==> src/rtl/core/assert_macros.svh <==
// Assertion macros shared by the RTL of the pixel colour adjust block.
// Needs nothing else; the assertions drop out when SYNTHESIS is defined.
`ifndef ASSERT_MACROS_SVH
`define ASSERT_MACROS_SVH
`ifndef SYNTHESIS
// Clocked check, switched off while reset is held.
`define LPCA_ASSERT(lbl, clk, rst_n, prop, msg) \
    lbl: assert property (@(posedge clk) disable iff (!rst_n) prop) \
        else $error(msg);
// Clocked check that also runs through reset.
`define LPCA_ASSERT_ALWAYS(lbl, clk, prop, msg) \
    lbl: assert property (@(posedge clk) prop) \
        else $error(msg);
`else
`define LPCA_ASSERT(lbl, clk, rst_n, prop, msg)
`define LPCA_ASSERT_ALWAYS(lbl, clk, prop, msg)
`endif
`endif

==> src/rtl/core/lpca_pkg.sv <==
// Types and constants for the LED pixel colour adjust block.
// Stands alone; used by led_pixel_color_adjust.
package lpca_pkg;

    localparam int NUM_CH     = 3;
    localparam int PIX_W      = 8;
    localparam int PIPE_DEPTH = 6;

    localparam int HALF_SCALE = 128;
    localparam int PCT_MAX    = 100;
    localparam int PCT_MIN    = -100;
    localparam int FULL_SCALE = 255;

    // floor(x / 100) = (x * DIV100_RCP) >> DIV100_SHIFT, exact for x < 43690
    localparam int DIV100_RCP   = 5243;
    localparam int DIV100_SHIFT = 19;
    localparam int DIV100_BIAS  = 50;

    // floor(y / 255) = (y * DIV255_RCP) >> DIV255_SHIFT, exact for y < 66052
    localparam int DIV255_RCP   = 65794;
    localparam int DIV255_SHIFT = 24;
    localparam int DIV255_BIAS  = 127;

    typedef logic [PIX_W-1:0]        t_pix;
    typedef logic signed [PIX_W-1:0] t_pct;

    typedef enum logic [2:0] {
        CFG_CONTRAST   = 3'd0,
        CFG_BRIGHTNESS = 3'd1,
        CFG_GREEN_MIN  = 3'd2,
        CFG_GREEN_MAX  = 3'd3,
        CFG_RED_MIN    = 3'd4,
        CFG_RED_MAX    = 3'd5,
        CFG_BLUE_MIN   = 3'd6,
        CFG_BLUE_MAX   = 3'd7
    } t_cfg_idx;

    // Lane order follows the GRB pixel layout.
    localparam int CH_GREEN = 0;
    localparam int CH_RED   = 1;
    localparam int CH_BLUE  = 2;

endpackage

==> src/rtl/core/led_pixel_color_adjust.sv <==
// LED pixel colour adjust: contrast, brightness, clip and per-channel range map.
// Throughput: one pixel per clock.
// o_busy stays low: the six-stage pipeline has no stall; stages 1, 2, 4, 5 multiply.
// Synchronous active-low reset clears settings and all valid bits, not the payload.
// Depends on lpca_pkg and assert_macros.svh.
`include "assert_macros.svh"

module led_pixel_color_adjust (
    input  logic                i_clk,
    input  logic                i_rst_n,
    input  logic                i_start,
    output logic                o_busy,
    input  lpca_pkg::t_pix      i_green_in,
    input  lpca_pkg::t_pix      i_red_in,
    input  lpca_pkg::t_pix      i_blue_in,
    input  logic                i_cfg_we,
    input  logic [2:0]          i_cfg_idx,
    input  logic [7:0]          i_cfg_data,
    output logic                o_valid,
    output lpca_pkg::t_pix      o_green_out,
    output lpca_pkg::t_pix      o_red_out,
    output lpca_pkg::t_pix      o_blue_out
);
    import lpca_pkg::*;

    // configuration
    t_pct               r_contrast;
    t_pct               r_bright;
    t_pix               r_lo [NUM_CH];
    t_pix               r_hi [NUM_CH];
    logic signed [8:0]  r_badd;
    logic signed [8:0]  n_badd;

    // pipeline
    logic [PIPE_DEPTH-2:0]  r_vld;
    logic signed [16:0]     r_s1_n [NUM_CH];
    logic signed [16:0]     n_s1_n [NUM_CH];
    logic [8:0]             r_s2_q [NUM_CH];
    logic [8:0]             n_s2_q [NUM_CH];
    logic                   r_s2_neg [NUM_CH];
    logic                   n_s2_neg [NUM_CH];
    t_pix                   r_s3_u [NUM_CH];
    t_pix                   n_s3_u [NUM_CH];
    logic signed [17:0]     r_s4_p [NUM_CH];
    logic signed [17:0]     n_s4_p [NUM_CH];
    t_pix                   r_s4_u [NUM_CH];
    t_pix                   r_s5_q [NUM_CH];
    t_pix                   n_s5_q [NUM_CH];
    logic                   r_s5_neg [NUM_CH];
    t_pix                   r_s5_u [NUM_CH];
    t_pix                   r_out [NUM_CH];
    t_pix                   n_out [NUM_CH];
    logic                   r_ovld;

    // lane temporaries
    t_pix                   pix_in [NUM_CH];
    logic signed [8:0]      s1_d [NUM_CH];
    logic signed [8:0]      s1_k;
    logic signed [17:0]     s1_prod [NUM_CH];
    logic [16:0]            s2_mag [NUM_CH];
    logic [15:0]            s2_x [NUM_CH];
    logic [28:0]            s2_prod [NUM_CH];
    logic signed [10:0]     s3_q [NUM_CH];
    logic signed [10:0]     s3_t [NUM_CH];
    logic signed [8:0]      s4_span [NUM_CH];
    logic [16:0]            s5_mag [NUM_CH];
    logic [15:0]            s5_y [NUM_CH];
    logic [32:0]            s5_prod [NUM_CH];
    logic signed [9:0]      s6_q [NUM_CH];
    logic signed [9:0]      s6_r [NUM_CH];
    logic [7:0]             b_mag;
    logic [15:0]            b_x;
    logic [28:0]            b_prod;
    logic [8:0]             b_q;
    t_pct                   cfg_pct;

    assign o_busy = 1'b0;

    assign pix_in[CH_GREEN] = i_green_in;
    assign pix_in[CH_RED]   = i_red_in;
    assign pix_in[CH_BLUE]  = i_blue_in;

    // saturate percent writes to -100..100
    always_comb begin
        cfg_pct = t_pct'(i_cfg_data);
        if (cfg_pct < t_pct'(PCT_MIN)) begin
            cfg_pct = t_pct'(PCT_MIN);
        end else if (cfg_pct > t_pct'(PCT_MAX)) begin
            cfg_pct = t_pct'(PCT_MAX);
        end
    end

    always_ff @(posedge i_clk) begin
        if (!i_rst_n) begin
            r_contrast <= '0;
            r_bright   <= '0;
            for (int ch = 0; ch < NUM_CH; ch++) begin
                r_lo[ch] <= '0;
                r_hi[ch] <= '0;
            end
        end else if (i_cfg_we) begin
            unique case (t_cfg_idx'(i_cfg_idx))
                CFG_CONTRAST:   r_contrast      <= cfg_pct;
                CFG_BRIGHTNESS: r_bright        <= cfg_pct;
                CFG_GREEN_MIN:  r_lo[CH_GREEN]  <= i_cfg_data;
                CFG_GREEN_MAX:  r_hi[CH_GREEN]  <= i_cfg_data;
                CFG_RED_MIN:    r_lo[CH_RED]    <= i_cfg_data;
                CFG_RED_MAX:    r_hi[CH_RED]    <= i_cfg_data;
                CFG_BLUE_MIN:   r_lo[CH_BLUE]   <= i_cfg_data;
                CFG_BLUE_MAX:   r_hi[CH_BLUE]   <= i_cfg_data;
                default: ;
            endcase
        end
    end

    // Brightness offset round(255*b/100), refreshed every cycle from the stored
    // percent; it is first used in stage 3 of the pipeline.
    always_comb begin
        b_mag  = r_bright[7] ? 8'(-r_bright) : 8'(r_bright);
        b_x    = 16'({b_mag, 8'd0}) - 16'(b_mag) + 16'(DIV100_BIAS);
        b_prod = b_x * 13'(DIV100_RCP);
        b_q    = b_prod[DIV100_SHIFT +: 9];
        n_badd = r_bright[7] ? -$signed(b_q) : $signed(b_q);
    end

    always_ff @(posedge i_clk) begin
        if (!i_rst_n) begin
            r_badd <= '0;
        end else begin
            r_badd <= n_badd;
        end
    end

    always_comb begin
        s1_k = 9'(r_contrast) + $signed(9'(PCT_MAX));
        for (int ch = 0; ch < NUM_CH; ch++) begin
            // stage 1: (v-128)*(100+c) + 12800
            s1_d[ch]    = $signed({1'b0, pix_in[ch]}) - $signed(9'(HALF_SCALE));
            s1_prod[ch] = s1_d[ch] * s1_k;
            n_s1_n[ch]  = 17'(s1_prod[ch] + $signed(18'(HALF_SCALE * PCT_MAX)));

            // stage 2: magnitude divided by 100, rounded half away from zero
            s2_mag[ch]   = r_s1_n[ch][16] ? 17'(-r_s1_n[ch]) : 17'(r_s1_n[ch]);
            s2_x[ch]     = s2_mag[ch][15:0] + 16'(DIV100_BIAS);
            s2_prod[ch]  = s2_x[ch] * 13'(DIV100_RCP);
            n_s2_q[ch]   = s2_prod[ch][DIV100_SHIFT +: 9];
            n_s2_neg[ch] = r_s1_n[ch][16];

            // stage 3: restore sign, add brightness, clip
            s3_q[ch] = $signed({2'b00, r_s2_q[ch]});
            s3_t[ch] = (r_s2_neg[ch] ? -s3_q[ch] : s3_q[ch]) + 11'(r_badd);
            if (s3_t[ch] < 0) begin
                n_s3_u[ch] = '0;
            end else if (s3_t[ch] > $signed(11'(FULL_SCALE))) begin
                n_s3_u[ch] = t_pix'(FULL_SCALE);
            end else begin
                n_s3_u[ch] = s3_t[ch][7:0];
            end

            // stage 4: span * level
            s4_span[ch] = $signed({1'b0, r_hi[ch]}) - $signed({1'b0, r_lo[ch]});
            n_s4_p[ch]  = s4_span[ch] * $signed({1'b0, r_s3_u[ch]});

            // stage 5: magnitude divided by 255, rounded
            s5_mag[ch]  = r_s4_p[ch][17] ? 17'(-r_s4_p[ch]) : 17'(r_s4_p[ch]);
            s5_y[ch]    = s5_mag[ch][15:0] + 16'(DIV255_BIAS);
            s5_prod[ch] = s5_y[ch] * 17'(DIV255_RCP);
            n_s5_q[ch]  = s5_prod[ch][DIV255_SHIFT +: 8];

            // stage 6: offset from min, clip; zero stays zero, unset range passes
            s6_q[ch] = $signed({2'b00, r_s5_q[ch]});
            s6_r[ch] = $signed({2'b00, r_lo[ch]}) + (r_s5_neg[ch] ? -s6_q[ch] : s6_q[ch]);
            if (r_lo[ch] == '0 && r_hi[ch] == '0) begin
                n_out[ch] = r_s5_u[ch];
            end else if (r_s5_u[ch] == '0) begin
                n_out[ch] = '0;
            end else if (s6_r[ch] < 0) begin
                n_out[ch] = '0;
            end else if (s6_r[ch] > $signed(10'(FULL_SCALE))) begin
                n_out[ch] = t_pix'(FULL_SCALE);
            end else begin
                n_out[ch] = s6_r[ch][7:0];
            end
        end
    end

    always_ff @(posedge i_clk) begin
        if (!i_rst_n) begin
            r_vld  <= '0;
            r_ovld <= 1'b0;
        end else begin
            r_vld  <= {r_vld[PIPE_DEPTH-3:0], i_start & ~o_busy};
            r_ovld <= r_vld[PIPE_DEPTH-2];
        end
    end

    // payload needs no reset
    always_ff @(posedge i_clk) begin
        for (int ch = 0; ch < NUM_CH; ch++) begin
            r_s1_n[ch]   <= n_s1_n[ch];
            r_s2_q[ch]   <= n_s2_q[ch];
            r_s2_neg[ch] <= n_s2_neg[ch];
            r_s3_u[ch]   <= n_s3_u[ch];
            r_s4_p[ch]   <= n_s4_p[ch];
            r_s4_u[ch]   <= r_s3_u[ch];
            r_s5_q[ch]   <= n_s5_q[ch];
            r_s5_neg[ch] <= r_s4_p[ch][17];
            r_s5_u[ch]   <= r_s4_u[ch];
            r_out[ch]    <= n_out[ch];
        end
    end

    assign o_valid     = r_ovld;
    assign o_green_out = r_out[CH_GREEN];
    assign o_red_out   = r_out[CH_RED];
    assign o_blue_out  = r_out[CH_BLUE];

    `LPCA_ASSERT(a_req_gives_result, i_clk, i_rst_n, i_start |-> ##PIPE_DEPTH o_valid, "request lost in pipeline")
    `LPCA_ASSERT(a_no_phantom_result, i_clk, i_rst_n, !i_start |-> ##PIPE_DEPTH !o_valid, "result without request")
    `LPCA_ASSERT(a_green_zero_kept, i_clk, i_rst_n, r_vld[PIPE_DEPTH-2] && r_s5_u[CH_GREEN] == '0 |=> o_green_out == '0, "green zero not kept")
    `LPCA_ASSERT(a_red_zero_kept, i_clk, i_rst_n, r_vld[PIPE_DEPTH-2] && r_s5_u[CH_RED] == '0 |=> o_red_out == '0, "red zero not kept")
    `LPCA_ASSERT_ALWAYS(a_reset_clears_valid, i_clk, !i_rst_n |=> !o_valid, "valid survives reset")

endmodule

==> config.mk <==
export PLATFORM = sky130hd
export DESIGN_NAME = led_pixel_color_adjust
export DESIGN_NICKNAME = d
export VERILOG_FILES = /design/src/rtl/core/lpca_pkg.sv /design/src/rtl/core/led_pixel_color_adjust.sv
export VERILOG_INCLUDE_DIRS = /design/src /design/src/rtl/core
export SDC_FILE = /design/constraint.sdc
export NUM_CORES = 2
export LEC_CHECK = 0
export BUFFER_PORTS_ARGS = -buffer_cell sky130_fd_sc_hd__buf_4
export CAP_MARGIN = 5
export CORE_ASPECT_RATIO = 1.1
export CORE_MARGIN = 3
export CORE_UTILIZATION = 55
export DETAILED_ROUTE_END_ITERATION = 12
export PLACE_DENSITY = 0.74
export RECOVER_POWER = 50
export REMOVE_ABC_BUFFERS = 1
export SETUP_SLACK_MARGIN = 0.15
export SYNTH_ARGS = -nofsm -noshare
export SYNTH_HDL_FRONTEND = slang
export SYNTH_SLANG_ARGS = --single-unit
==> constraint.sdc <==
create_clock -name i_clk -period 22.4 [get_ports i_clk]
set_input_delay 2.24 -clock i_clk [delete_from_list [all_inputs] [get_ports i_clk]]
set_output_delay 2.24 -clock i_clk [all_outputs]
set_load 0.03 [all_outputs]
==> flow_metrics.py <==
metrics = {
    "sta": {
        "max_slew_margin_pct": 21.7,
        "tightest_slew_ns": 1.16,
        "setup_violations": 0,
        "clock-skew-final_ns": 0.0429,
        "slew_violations": 0,
        "tns_ns": 0,
        "fin_crit_sh_pct": 38.9,
        "max_freq_mhz": 115,
        "final_hold_viol_count": 0,
        "period_minus_slack_ns": 8.71,
        "rsz0062_at_grt": "no",
    },
    "worst_setup_path": {
        "cpPeakStageDelay_ns": 0.60,
        "path_common_cell": "ha_1",
        "endpoint_kind": "flop",
        "crit_buf_inv": 4,
        "start_kind": "flop",
        "critPathArrivalTime_ns": 9.14,
        "crit_required_ns": 22.83,
        "slowest_stage": "dfxtp_1",
        "path_delay_family": "adder cells",
        "path_max_fanout": 11,
        "critPathKind": "flop to flop",
    },
    "yosys": {
        "synth_mux_area_share_pct": 0.414,
        "synth_xor_xnor_area_share_pct": 7.97,
        "synthSimpleGateAreaFrac_pct": 11.9,
        "synth_seq_area_share_pct": 13.9,
        "synth_adder_area_share_pct": 48.4,
        "syn_inst": 5542,
        "ys_warn_count": 0,
        "ys_types": 90,
        "ys_async_sr_fraction_pct": 0,
        "synth_top_family_by_area": "adder cells",
        "ys_seq_elements": 334,
        "yosys_most_used_dff": "dfxtp_1",
        "netlist_area_sq_um": 51700,
        "synth-compound-area-share_pct": 8.34,
        "syn_area_per_cell_sq_um": 9.33,
        "synth_edf_count": 48,
    },
    "floorplanning": {
        "die_x_um": 298,
        "die_h_um": 328,
        "die_area_sq_um": 97700,
        "core_area_sq_um": 92800,
        "io_pins": 65,
        "start_util_pct": 55.7,
        "num_rows": 117,
    },
    "drt": {
        "vias": 36500,
        "wl_per_cell_um": 15.4,
        "viasPerCell": 5.32,
        "wl_um": 105000,
        "first_pass_iters": 5,
        "drt_drc_violations_left": 0,
        "postRouteAntennaNets": 0,
        "drt_iter0_markers": 1763,
    },
    "run_status": {
        "outcome": "complete, no violations",
    },
    "placed_design": {
        "io_buffers": 63,
        "gp_congestion": 0.900,
        "dp.cells": 6776,
        "hpwlAfterDp_um": 89500,
    },
    "cells_and_area": {
        "area_delta_synth_final_pct": 6.06,
        "reg_top3": "r_s1_n x51, r_s4_p x51, r_s2_q x27",
        "mostFrequentLayoutCells": "inv_1, ha_1, fa_1",
        "layout_commonest_cell": "inv_1",
        "final_net_count": 7201,
        "drive_gt1_share_pct": 3.37,
        "fin_cells": 6856,
    },
    "clock_network": {
        "ctsResizeCount": 0,
        "h-tree-depth": 2,
        "cts_tree": "built",
        "clock_latency_ns": 0.60,
        "numCtsBuffers": 41,
        "holdBufCountCts": 0,
        "path_clk_slew_ns": 0.06,
        "clockRootBuffer": "clkbuf_16",
        "clock_sinks": 334,
        "clock_path_buffers": 3,
        "cts_setup_buffers": 0,
    },
    "grt": {
        "grt_pass1_vias": 38600,
        "grt_overflow": 0,
        "grt_antenna_before_repair": 5,
        "grt_start_max_net_pins": 29,
        "grt_pass1_wl_um": 181000,
        "grt.total_usage_pct": 22.2,
    },
    "job": {
        "maxCapViolCount": 0,
    },
    "min_path": {
        "min_path_type": "flop to flop",
    },
}
==> worst reg2reg max path: cells and delay by family, from the launching register on <==
family                     cells  cell delay, ns
buffers and inverters          4            0.54
muxes                          1            0.40
adders and majority gates      8            3.13
AOI/OAI and AO/OA              8            2.12
and+or+nand+nor                6            0.91
DFF                            1            0.60
xor gates and xnor gates       3            0.85
==> Yosys cell counts, types with 5 or more instances <==
cell / number / share of area (%)
ha_1: 914 / 22
a31oi_1: 12 / 0.15
nor3_1: 62 / 0.60
a21boi_0: 19 / 0.28
o21ai_0: 162 / 1.6
o21ai_1: 7 / 0.068
clkbuf_1: 77 / 0.56
nand3b_1: 8 / 0.12
edfxtp_1: 48 / 2.8
nor3b_1: 9 / 0.13
o31ai_1: 49 / 0.71
a21o_1: 67 / 0.97
or3_1: 25 / 0.30
a21oi_1: 173 / 1.7
nand2b_1: 60 / 0.73
o21bai_1: 28 / 0.41
inv_1: 1157 / 8.4
nor2_1: 232 / 1.7
and2_1: 226 / 2.7
dfxtp_1: 286 / 11
nor2b_1: 74 / 0.90
a211oi_1: 19 / 0.28
xnor2_1: 313 / 5.3
a31o_2: 6 / 0.10
buf_2: 5 / 0.048
and3_1: 9 / 0.11
or2_2: 28 / 0.34
buf_1: 7 / 0.051
o221ai_1: 5 / 0.085
nand4b_1: 6 / 0.10
nand4_1: 28 / 0.34
o211ai_1: 14 / 0.20
nand2_1: 339 / 2.5
mux2i_1: 18 / 0.35
or4_1: 15 / 0.22
fa_1: 678 / 26
o21a_1: 24 / 0.35
nor4_1: 29 / 0.35
a22oi_1: 9 / 0.13
and4_1: 5 / 0.085
o41ai_1: 17 / 0.29
xor2_1: 148 / 2.5
nand3_1: 38 / 0.37
a2111oi_0: 5 / 0.085
==> per-stage QoR <==
stage               util (%)  cell area, sq um  hold slack (ns)  setup WS, ns
global placement        57.6             53500            0.311         14.06
floorplan                  -             51300            0.310         14.64
CTS                     59.1             54900            0.325         13.82
finish                  59.1             54800            0.326         13.69
global route            59.1             54800            0.330         13.24
detailed placement      57.6             53500            0.312         13.89
==> area by class of cell <==
| cell class | instances | area (sq um) |
|---|---|---|
| sequential | 334 | 7170 |
| clock inverter | 30 | 324 |
| antenna | 4 | 10.0 |
| tap | 1249 | 1560 |
| inverter | 1158 | 4350 |
| fill | 8010 | 38000 |
| multi-input combinational | 3961 | 39800 |
| timing repair buffer | 74 | 484 |
| clock buffer | 46 | 1090 |
==> cell families (layout without fill, tap and decap cells) <==
logic type,Yosys count,in the layout
AOI/OAI and AO/OA,667,667
DFF,334,334
xor gates and xnor gates,466,466
muxes,21,21
buffers and inverters,1248,1308
other,1,6
and+or+nand+nor,1213,1213
adders and majority gates,1592,1592
==> per-layer routing <==
layer  routed length [um]  vias up  share of wire [%]  track usage, %
met5                   18        -              0.017               0
met4                 2540        2                2.4            5.88
met3                 4450      143                4.2            2.90
met2                54100      629                 51            41.0
met1                44200    17900                 42            27.2
li1                     -    17800                  -               -
==> worst paths after layout <==
path / startpoint / endpoint / slack (ns) / depth (start not counted)
worst max-delay path: r_bright[0]$_SDFFE_PN0P_ / r_badd[8]$_SDFF_PN0_ / 13.69 / 30
worst min-delay path: r_s4_u[0][7]$_DFF_P_ / r_s5_u[0][7]$_DFF_P_ / 0.33 / 0
worst max register to register: r_bright[0]$_SDFFE_PN0P_ / r_badd[8]$_SDFF_PN0_ / 13.69 / 30
worst min register to register: r_s4_u[0][7]$_DFF_P_ / r_s5_u[0][7]$_DFF_P_ / 0.33 / 0
Power is not shown: default switching activity piles up to over one toggle a cycle in this logic, so the estimate is an artifact.
